--- config.mk ---
export PLATFORM = sky130hd
export DESIGN_NAME = line_substring_filter_core
export DESIGN_NICKNAME = d
export VERILOG_FILES = /design/src/rtl/lsf_pkg.sv /design/src/rtl/lsf_front.sv /design/src/rtl/lsf_queue.sv /design/src/rtl/lsf_back.sv /design/src/rtl/line_substring_filter_core.sv
export SDC_FILE = /design/constraint.sdc
export NUM_CORES = 2
export LEC_CHECK = 0
export ABC_AREA = 1
export ABC_CLOCK_PERIOD_IN_PS = 11500
export BUFFER_PORTS_ARGS = -buffer_cell sky130_fd_sc_hd__buf_4
export CAP_MARGIN = 25
export CELL_PAD_IN_SITES_DETAIL_PLACEMENT = 0
export CELL_PAD_IN_SITES_GLOBAL_PLACEMENT = 1
export CORE_UTILIZATION = 35
export DETAILED_ROUTE_END_ITERATION = 12
export GPL_TIMING_DRIVEN = 0
export HOLD_SLACK_MARGIN = 0.03
export PLACE_DENSITY_LB_ADDON = 0.05
export SLEW_MARGIN = 20
export SYNTH_ARGS = -nofsm -noshare
export SYNTH_HDL_FRONTEND = slang
export SYNTH_SLANG_ARGS = --single-unit
--- constraint.sdc ---
create_clock -name clk -period 11.5 [get_ports clk]
set_input_delay 1.15 -clock clk [delete_from_list [all_inputs] [get_ports clk]]
set_output_delay 1.15 -clock clk [all_outputs]
set_load 0.005 [all_outputs]
--- src/rtl/lsf_pkg.sv ---
`timescale 1ns / 1ps

package lsf_pkg;

  // line and pattern limits
  localparam int MAX_LINE_BYTES    = 1024;
  localparam int MAX_PATTERN_BYTES = 16;
  localparam int LEN_W             = $clog2(MAX_LINE_BYTES + 1);
  localparam int PLEN_W            = 5;
  localparam int NSEL_W            = $clog2(MAX_PATTERN_BYTES + 1);

  // queue between front and back
  localparam int QUEUE_DEPTH = 4;
  localparam int QPTR_W      = $clog2(QUEUE_DEPTH);
  localparam int QCNT_W      = $clog2(QUEUE_DEPTH + 1);

  // configuration port
  localparam int CFG_IDX_W  = 3;
  localparam int CFG_DATA_W = 64;

  localparam logic [CFG_IDX_W-1:0] REG_PATTERN_LENGTH = 3'd0;
  localparam logic [CFG_IDX_W-1:0] REG_PATTERN_LOW    = 3'd1;
  localparam logic [CFG_IDX_W-1:0] REG_PATTERN_HIGH   = 3'd2;
  localparam logic [CFG_IDX_W-1:0] REG_IGNORE_CASE    = 3'd3;
  localparam logic [CFG_IDX_W-1:0] REG_INVERT_SELECT  = 3'd4;

  // input opcodes and special bytes
  localparam logic       OP_DATA      = 1'b0;
  localparam logic       OP_END       = 1'b1;
  localparam logic [7:0] NEWLINE_BYTE = 8'h0A;
  localparam logic [7:0] UPPER_A      = 8'h41;
  localparam logic [7:0] UPPER_Z      = 8'h5A;
  localparam logic [7:0] CASE_OFFSET  = 8'h20;

  // stream widths
  localparam int S_TDATA_W = 8;
  localparam int M_TDATA_W = 80;
  localparam int M_TUSER_W = 2;

  typedef enum logic [1:0] {
    KIND_BYTE,
    KIND_NEWLINE,
    KIND_EOS
  } kind_t;

  typedef struct packed {
    kind_t      kind;
    logic [7:0] data_byte;
  } item_t;

  typedef struct packed {
    logic [PLEN_W-1:0]              pattern_length;
    logic [MAX_PATTERN_BYTES*8-1:0] pattern;
    logic                           ignore_case;
    logic                           invert_select;
  } cfg_t;

  // fold ascii uppercase to lowercase when enabled
  function automatic logic [7:0] fold_byte(input logic [7:0] c, input logic ic);
    logic [7:0] r;
    r = c;
    if (ic && c >= UPPER_A && c <= UPPER_Z) r = c + CASE_OFFSET;
    return r;
  endfunction

endpackage

--- src/rtl/lsf_front.sv ---
`timescale 1ns / 1ps

module lsf_front (
  input  logic                                clk,
  input  logic                                rst,
  input  logic                                s_tvalid,
  output logic                                s_tready,
  input  logic [lsf_pkg::S_TDATA_W-1:0]       s_tdata,
  input  logic                                s_tuser,
  input  logic                                cfg_we,
  input  logic [lsf_pkg::CFG_IDX_W-1:0]       cfg_index,
  input  logic [lsf_pkg::CFG_DATA_W-1:0]      cfg_data,
  input  logic                                q_full,
  output logic                                push,
  output lsf_pkg::item_t                      push_item,
  output lsf_pkg::cfg_t                       cfg
);

  // take a request whenever the queue has room
  assign s_tready = !q_full;
  assign push     = s_tvalid && s_tready;

  // classify the request
  always_comb begin
    push_item.data_byte = s_tdata[7:0];
    if (s_tuser == lsf_pkg::OP_END) begin
      push_item.kind = lsf_pkg::KIND_EOS;
    end else if (s_tdata[7:0] == lsf_pkg::NEWLINE_BYTE) begin
      push_item.kind = lsf_pkg::KIND_NEWLINE;
    end else begin
      push_item.kind = lsf_pkg::KIND_BYTE;
    end
  end

  // configuration registers
  always_ff @(posedge clk) begin
    if (rst) begin
      cfg <= '0;
    end else if (cfg_we) begin
      unique case (cfg_index)
        lsf_pkg::REG_PATTERN_LENGTH: cfg.pattern_length <= cfg_data[lsf_pkg::PLEN_W-1:0];
        lsf_pkg::REG_PATTERN_LOW:    cfg.pattern[63:0] <= cfg_data;
        lsf_pkg::REG_PATTERN_HIGH:   cfg.pattern[127:64] <= cfg_data;
        lsf_pkg::REG_IGNORE_CASE:    cfg.ignore_case <= cfg_data[0];
        lsf_pkg::REG_INVERT_SELECT:  cfg.invert_select <= cfg_data[0];
        default: ;
      endcase
    end
  end

endmodule

--- src/rtl/lsf_queue.sv ---
`timescale 1ns / 1ps

module lsf_queue (
  input  logic            clk,
  input  logic            rst,
  input  logic            push,
  input  lsf_pkg::item_t  push_item,
  input  logic            pop,
  output logic            q_valid,
  output logic            q_full,
  output lsf_pkg::item_t  q_item
);

  lsf_pkg::item_t                 slots [lsf_pkg::QUEUE_DEPTH];
  logic [lsf_pkg::QPTR_W-1:0]     wr_ptr;
  logic [lsf_pkg::QPTR_W-1:0]     rd_ptr;
  logic [lsf_pkg::QCNT_W-1:0]     count;

  assign q_valid = (count != '0);
  assign q_full  = (count == lsf_pkg::QCNT_W'(lsf_pkg::QUEUE_DEPTH));
  assign q_item  = slots[rd_ptr];

  // storage
  always_ff @(posedge clk) begin
    if (push) slots[wr_ptr] <= push_item;
  end

  // pointers and fill level
  always_ff @(posedge clk) begin
    if (rst) begin
      wr_ptr <= '0;
      rd_ptr <= '0;
      count  <= '0;
    end else begin
      if (push) wr_ptr <= wr_ptr + 1'b1;
      if (pop)  rd_ptr <= rd_ptr + 1'b1;
      if (push && !pop)      count <= count + 1'b1;
      else if (pop && !push) count <= count - 1'b1;
    end
  end

endmodule

--- src/rtl/lsf_back.sv ---
`timescale 1ns / 1ps

module lsf_back (
  input  logic                             clk,
  input  logic                             rst,
  input  lsf_pkg::cfg_t                    cfg,
  input  logic                             q_valid,
  input  lsf_pkg::item_t                   q_item,
  output logic                             pop,
  output logic                             m_tvalid,
  input  logic                             m_tready,
  output logic [lsf_pkg::M_TDATA_W-1:0]    m_tdata,
  output logic [lsf_pkg::M_TUSER_W-1:0]    m_tuser
);

  localparam int NP = lsf_pkg::MAX_PATTERN_BYTES;

  logic [7:0]                 window      [NP];
  logic [7:0]                 window_next [NP];
  logic [7:0]                 fw          [NP];
  logic [7:0]                 fp          [NP];
  logic [lsf_pkg::LEN_W-1:0]  kept_length;
  logic [lsf_pkg::LEN_W-1:0]  kept_inc;
  logic                       found_in_line;
  logic [31:0]                line_counter;
  logic [31:0]                select_counter;
  logic [31:0]                line_inc;
  logic [31:0]                select_inc;
  logic [NP:0]                hit_by_len;
  logic [lsf_pkg::NSEL_W-1:0] used_len;
  logic                       byte_room;
  logic                       hit;
  logic                       matched;
  logic                       produces;

  // result register
  logic                       out_end;
  logic                       out_line;
  logic                       out_selected;
  logic [31:0]                out_number;
  logic [lsf_pkg::LEN_W-1:0]  out_length;
  logic [31:0]                out_count;

  // take from the queue unless a result is blocked
  assign produces = (q_item.kind != lsf_pkg::KIND_BYTE);
  assign pop      = q_valid && (!produces || !m_tvalid || m_tready);

  // shifted window with the new byte in front
  always_comb begin
    window_next[0] = q_item.data_byte;
    for (int i = 1; i < NP; i++) window_next[i] = window[i-1];
    for (int i = 0; i < NP; i++) begin
      fw[i] = lsf_pkg::fold_byte(window_next[i], cfg.ignore_case);
      fp[i] = lsf_pkg::fold_byte(cfg.pattern[i*8 +: 8], cfg.ignore_case);
    end
  end

  // parallel compare for every pattern length
  always_comb begin
    hit_by_len[0] = 1'b0;
    for (int k = 1; k <= NP; k++) begin
      hit_by_len[k] = 1'b1;
      for (int j = 0; j < k; j++) begin
        if (fw[k-1-j] != fp[j]) hit_by_len[k] = 1'b0;
      end
    end
  end

  assign used_len  = (cfg.pattern_length > lsf_pkg::PLEN_W'(NP)) ?
                     lsf_pkg::NSEL_W'(NP) : lsf_pkg::NSEL_W'(cfg.pattern_length);
  assign byte_room = (kept_length < lsf_pkg::LEN_W'(lsf_pkg::MAX_LINE_BYTES));
  assign kept_inc  = kept_length + 1'b1;
  assign hit       = (used_len != '0) &&
                     (kept_inc >= lsf_pkg::LEN_W'(used_len)) && hit_by_len[used_len];

  // line decision and counters
  assign matched    = ((cfg.pattern_length == '0) || found_in_line) ^ cfg.invert_select;
  assign line_inc   = line_counter + 32'd1;
  assign select_inc = select_counter + {31'd0, matched};

  // line state and counters
  always_ff @(posedge clk) begin
    if (rst) begin
      for (int i = 0; i < NP; i++) window[i] <= '0;
      kept_length    <= '0;
      found_in_line  <= 1'b0;
      line_counter   <= '0;
      select_counter <= '0;
    end else if (pop) begin
      unique case (q_item.kind)
        lsf_pkg::KIND_BYTE: begin
          if (byte_room) begin
            for (int i = 0; i < NP; i++) window[i] <= window_next[i];
            kept_length <= kept_inc;
            if (hit) found_in_line <= 1'b1;
          end
        end
        lsf_pkg::KIND_NEWLINE: begin
          line_counter   <= line_inc;
          select_counter <= select_inc;
          kept_length    <= '0;
          found_in_line  <= 1'b0;
        end
        lsf_pkg::KIND_EOS: begin
          line_counter   <= '0;
          select_counter <= '0;
          kept_length    <= '0;
          found_in_line  <= 1'b0;
        end
        default: ;
      endcase
    end
  end

  // result valid
  always_ff @(posedge clk) begin
    if (rst) begin
      m_tvalid <= 1'b0;
    end else if (pop && produces) begin
      m_tvalid <= 1'b1;
    end else if (m_tready) begin
      m_tvalid <= 1'b0;
    end
  end

  // result payload
  always_ff @(posedge clk) begin
    if (pop && produces) begin
      out_end <= (q_item.kind == lsf_pkg::KIND_EOS);
      if (q_item.kind == lsf_pkg::KIND_NEWLINE || kept_length != '0) begin
        out_line     <= 1'b1;
        out_selected <= matched;
        out_number   <= line_inc;
        out_length   <= kept_length;
        out_count    <= select_inc;
      end else begin
        out_line     <= 1'b0;
        out_selected <= 1'b0;
        out_number   <= '0;
        out_length   <= '0;
        out_count    <= select_counter;
      end
    end
  end

  assign m_tdata = {4'd0, out_count, out_length, out_number, out_selected};
  assign m_tuser = {out_line, out_end};

endmodule

--- src/rtl/line_substring_filter_core.sv ---
`timescale 1ns / 1ps

// line substring filter: reports, for each newline-terminated line of a byte
// stream, whether a fixed pattern of up to 16 bytes occurs in it
// input channel s_*: one request per byte; s_tuser is 0 for a text byte and
// 1 for end of stream, s_tdata carries the byte
// output channel m_*: one result per newline and per end of stream, none for
// other bytes; ordinary bytes and results stream at one request per cycle
// while m_tready takes each result; a request passes through the queue, then
// the window compare and result register in the back end, to m_tvalid
// the back end retires one request per cycle unless a result is blocked; the
// four-entry queue lets the input keep flowing while one result waits on
// m_tready, and only a full queue drops s_tready
// configuration is written through cfg_we / cfg_index / cfg_data while no
// request is in flight; indexes 0..4 are pattern length, pattern bytes 0-7,
// pattern bytes 8-15, ignore case, invert select
// synchronous reset clears the queue, window, counters, configuration and m_tvalid;
// the result payload is not reset; a stalled result holds its payload until taken
module line_substring_filter_core (
  input  logic                              clk,
  input  logic                              rst,
  input  logic                              s_tvalid,
  output logic                              s_tready,
  input  logic [lsf_pkg::S_TDATA_W-1:0]     s_tdata,   // data_byte[7:0]
  input  logic                              s_tuser,   // opcode
  output logic                              m_tvalid,
  input  logic                              m_tready,
  // line_selected[0], line_number[32:1], line_length[43:33],
  // selected_count[75:44], zero fill[79:76]
  output logic [lsf_pkg::M_TDATA_W-1:0]     m_tdata,
  output logic [lsf_pkg::M_TUSER_W-1:0]     m_tuser,   // is_stream_end[0], line_valid[1]
  input  logic                              cfg_we,
  input  logic [lsf_pkg::CFG_IDX_W-1:0]     cfg_index,
  input  logic [lsf_pkg::CFG_DATA_W-1:0]    cfg_data
);

  logic            push;
  logic            pop;
  logic            q_valid;
  logic            q_full;
  lsf_pkg::item_t  push_item;
  lsf_pkg::item_t  q_item;
  lsf_pkg::cfg_t   cfg;

  // request intake, classification and configuration
  lsf_front u_front (
    .clk       (clk),
    .rst       (rst),
    .s_tvalid  (s_tvalid),
    .s_tready  (s_tready),
    .s_tdata   (s_tdata),
    .s_tuser   (s_tuser),
    .cfg_we    (cfg_we),
    .cfg_index (cfg_index),
    .cfg_data  (cfg_data),
    .q_full    (q_full),
    .push      (push),
    .push_item (push_item),
    .cfg       (cfg)
  );

  // decoupling queue
  lsf_queue u_queue (
    .clk       (clk),
    .rst       (rst),
    .push      (push),
    .push_item (push_item),
    .pop       (pop),
    .q_valid   (q_valid),
    .q_full    (q_full),
    .q_item    (q_item)
  );

  // window compare, line state and result register
  lsf_back u_back (
    .clk      (clk),
    .rst      (rst),
    .cfg      (cfg),
    .q_valid  (q_valid),
    .q_item   (q_item),
    .pop      (pop),
    .m_tvalid (m_tvalid),
    .m_tready (m_tready),
    .m_tdata  (m_tdata),
    .m_tuser  (m_tuser)
  );

endmodule

==> reports/metrics.cfg <==
[route]
ant_nets = 0
routedWlPerCell_um = 32.14
highest_layer = met5
drc = 0
m1WireLength_mm = 94.56
wl_met2_mm = 94.32
drtIter0Drc = 6443
detail_route.vias_per_cell = 5.802
wl_met3_mm = 31.44
routed_wirelength_mm = 235.5
num_vias = 42530
firstDrtPassIters = 7

[setup_path]
path_buf_inv = 2
path_delay_family = simple AND/OR/NAND/NOR gates
r2r-start = u_back.window[0][76]
r2r_cells = 19
slowest_stage = nor4_1
critPathKind = reg2reg
cp.depth = 19
critPathRequiredTime_ps = 12090
path_cells = buf_2 > inv_1 > nand3_1 > nand3_1 > nand2_1 > nand2_1 > o22ai_1 > nor2_1 > nand4_1 > nor2_1 > nand2_1 > nor4_1 > nand4_1 > nand2_1 > nand2_1 > nand2_1 > nand3_1 > nand2_1 > nor2_1
start_kind = flip-flop
r2r-end = u_back.found_in_line
worstPathMaxFanout = 8
slowest_delay_ps = 620
cp-end-kind = flip-flop
crit_arrival_ps = 5860
path_common_cell = nand2_1
ff2ff_setup_slack_ps = 6230

[clock_network]
postCtsSetupBuffers = 0
cts.clk_slew.worst_paths_ps = 80
cts_buffer_depth = 3
cts_resized = 0
cts_hold_buf = 0
h-tree-depth = 2
clk_latency_ps = 700
cts_buffers = 57
numClockSinks = 459
cts_tree = built
cts-root-buf = clkbuf_16

[floorplanning]
io_pins = 165
row_count = 118
start_util = 0.3544
dieHeight_um = 326.4
die_x_um = 326.4
core_mm2 = 0.1039
design.die.area_mm2 = 0.1066

[yosys]
synth_top_area_cell = edfxtp_1
synth.area.top_cells = edfxtp_1 19%, nand2_1 18%, dfxtp_1 12%
ys_warn_count = 0
synthFlopType = edfxtp_1
ys_ff_latch = 459
synthDistinctLibCells = 59
synth_area_mm2 = 0.03684
synthArstFlopShare = 0
synth_edf_count = 238
syn_inst = 5645
ys_seq_area_frac = 0.3141
synth.avg_cell_area_um2 = 6.526
yosysTopAreaCellShare = 0.1940

[sta]
hold_viol = 0
fin_tns_setup_ps = 0
period_share = 0.4580
slew_headroom = 0.1547
finalSetupViolations = 0
max_freq_mhz = 189.9
skew_ps = 34.96
fin_crit_ps = 5267
rsz0062_at_grt = false
hold-worst-slack_ps = 470.0
fin_ws_ps = 6233
worstMarginPinSlew_ps = 1268
slew_viol_final = 0

[power_and_ir_drop]
leakagePower_uw = 0.01801
power.density_mw_per_mm2 = 229.8
irDropWorstVdd_uv = 162.0

[worst_hold_path]
worstHoldStart = u_queue.rd_ptr[1]
worstHoldPathType = reg2reg
hold_end = u_queue.rd_ptr[1]
whs_path_depth = 2

[cells_and_area]
stdcell_count = 7329
multiInputGateArea_mm2 = 0.02187
layout_commonest_cell = nand2_1
layout_common_cells = 1758 x nand2_1, 791 x nor2_1, 471 x inv_1, 287 x xor2_1, 261 x a21oi_1
drive_above_1_share = 0.09251
seq_area_mm2 = 0.01157
fillers = 11470
nNetsFinal = 6029
syn2layout_area_growth_pct = 14.50

[global_route]
grt_first_pass_wirelength_mm = 315.8
overflow = 0
grt_max_degree = 51
antenna_found_initial = 18
grt_pass1_vias = 38620
grt_use_total = 0.4270

[run_status]
status = finished clean

[flow_run]
drv_cap = 0

[place]
dp_hpwl_mm = 178.3
placedCellCount = 7216
preCtsSetupSlack_ps = 6398
port_buffers = 159
gp_congestion = 1.080

-- kinds of logic (layout without fill, tap and decap cells) --
logic type                 after synthesis  count (layout)  share of synthesized area
and+or+nand+nor                       3101            3101                     0.3482
buffers and inverters                  839            1136                    0.09340
xor gates and xnor gates               542             542                     0.1289
adders and majority gates               52              52                    0.01787
DFF                                    459             459                     0.3141
other                                    1               8                  0.0001018
AOI/OAI and AO/OA                      651             651                    0.09745
-- worst min-delay path, cell delays in order, from the launching register on --
cell	delay (ps)
dfxtp_1	300
inv_1	50
a21oi_1	70
-- power by group --
part	switching, uW	leakage (uW)	total (uW)	internal, uW
clock	850	0.000960	1930	1080
sequential	204	0.00420	2390	2180
combinational	3900	0.0129	5370	1480
-- synthesized netlist by cell type (23+ instances only) --
cell type and instances:
buf_1 57, xnor2_1 255, inv_1 472, o22ai_1 75, nor2_1 793, o21ai_0 231
nand3_1 204, nand4_1 180, nor3_1 80, ha_1 51, edfxtp_1 238, clkbuf_1 134
buf_2 108, buf_4 23, a21oi_1 262, nand2_1 1758, xor2_1 287, dfxtp_1 221
-- through the flow --
step	total power, uW	utilization	area [um^2]
floorplan	5294	-	36850
global placement	7534	0.3826	39770
CTS	9478	0.4056	42160
global route	9988	0.4057	42170
finish	9695	0.4058	42180
detailed placement	7538	0.3867	40190
-- how the worst max path moves through the flow --
stage,slack (ps),end,startpoint
2_1_floorplan,570,u_back.window[0][0],flip-flop
3_3_place_gp,-6190,u_back.window[0][78],flip-flop
3_5_place_dp,6400,u_back.found_in_line,u_front.cfg[1]
4_1_cts,6380,u_back.found_in_line,u_front.cfg[1]
5_1_grt,6340,u_back.found_in_line,u_front.cfg[1]
6_report,6230,u_back.found_in_line,u_back.window[0][76]
-- registers in the layout, indices dropped and copies added (netlist names), named ones only --
name and flops:
u_back.found_in_line 1, u_queue.count 3, u_back.window 120, u_back.out_number 32, u_queue.wr_ptr 2, u_back.select_counter 32
u_back.m_tvalid 1, u_queue.slots 40, u_back.out_count 32, u_back.out_end 1, u_back.out_length 11, u_back.out_selected 1
u_back.out_line 1, u_back.kept_length 11, u_queue.rd_ptr 2, u_front.cfg 135, u_back.line_counter 32
-- final cells by class --
cell class | count | share of cell area
Timing Repair Buffer | 189 | 0.03717
Sequential cell | 459 | 0.2743
Clock inverter | 37 | 0.01009
Clock buffer | 71 | 0.03655
Tap cell | 1380 | 0.04094
Buffer | 333 | 0.03720
Antenna cell | 4 | 0.0002373
Inverter | 506 | 0.04509
Multi-Input combinational cell | 4350 | 0.5184
-- per-layer routing --
metal / vias up / track usage
li1: 18520 / -
met1: 20330 / 0.5704
met2: 3030 / 0.6092
met3: 620 / 0.1347
met4: 26 / 0.2284
met5: - / 0
Note: power is estimated with default switching activity, not from simulation.
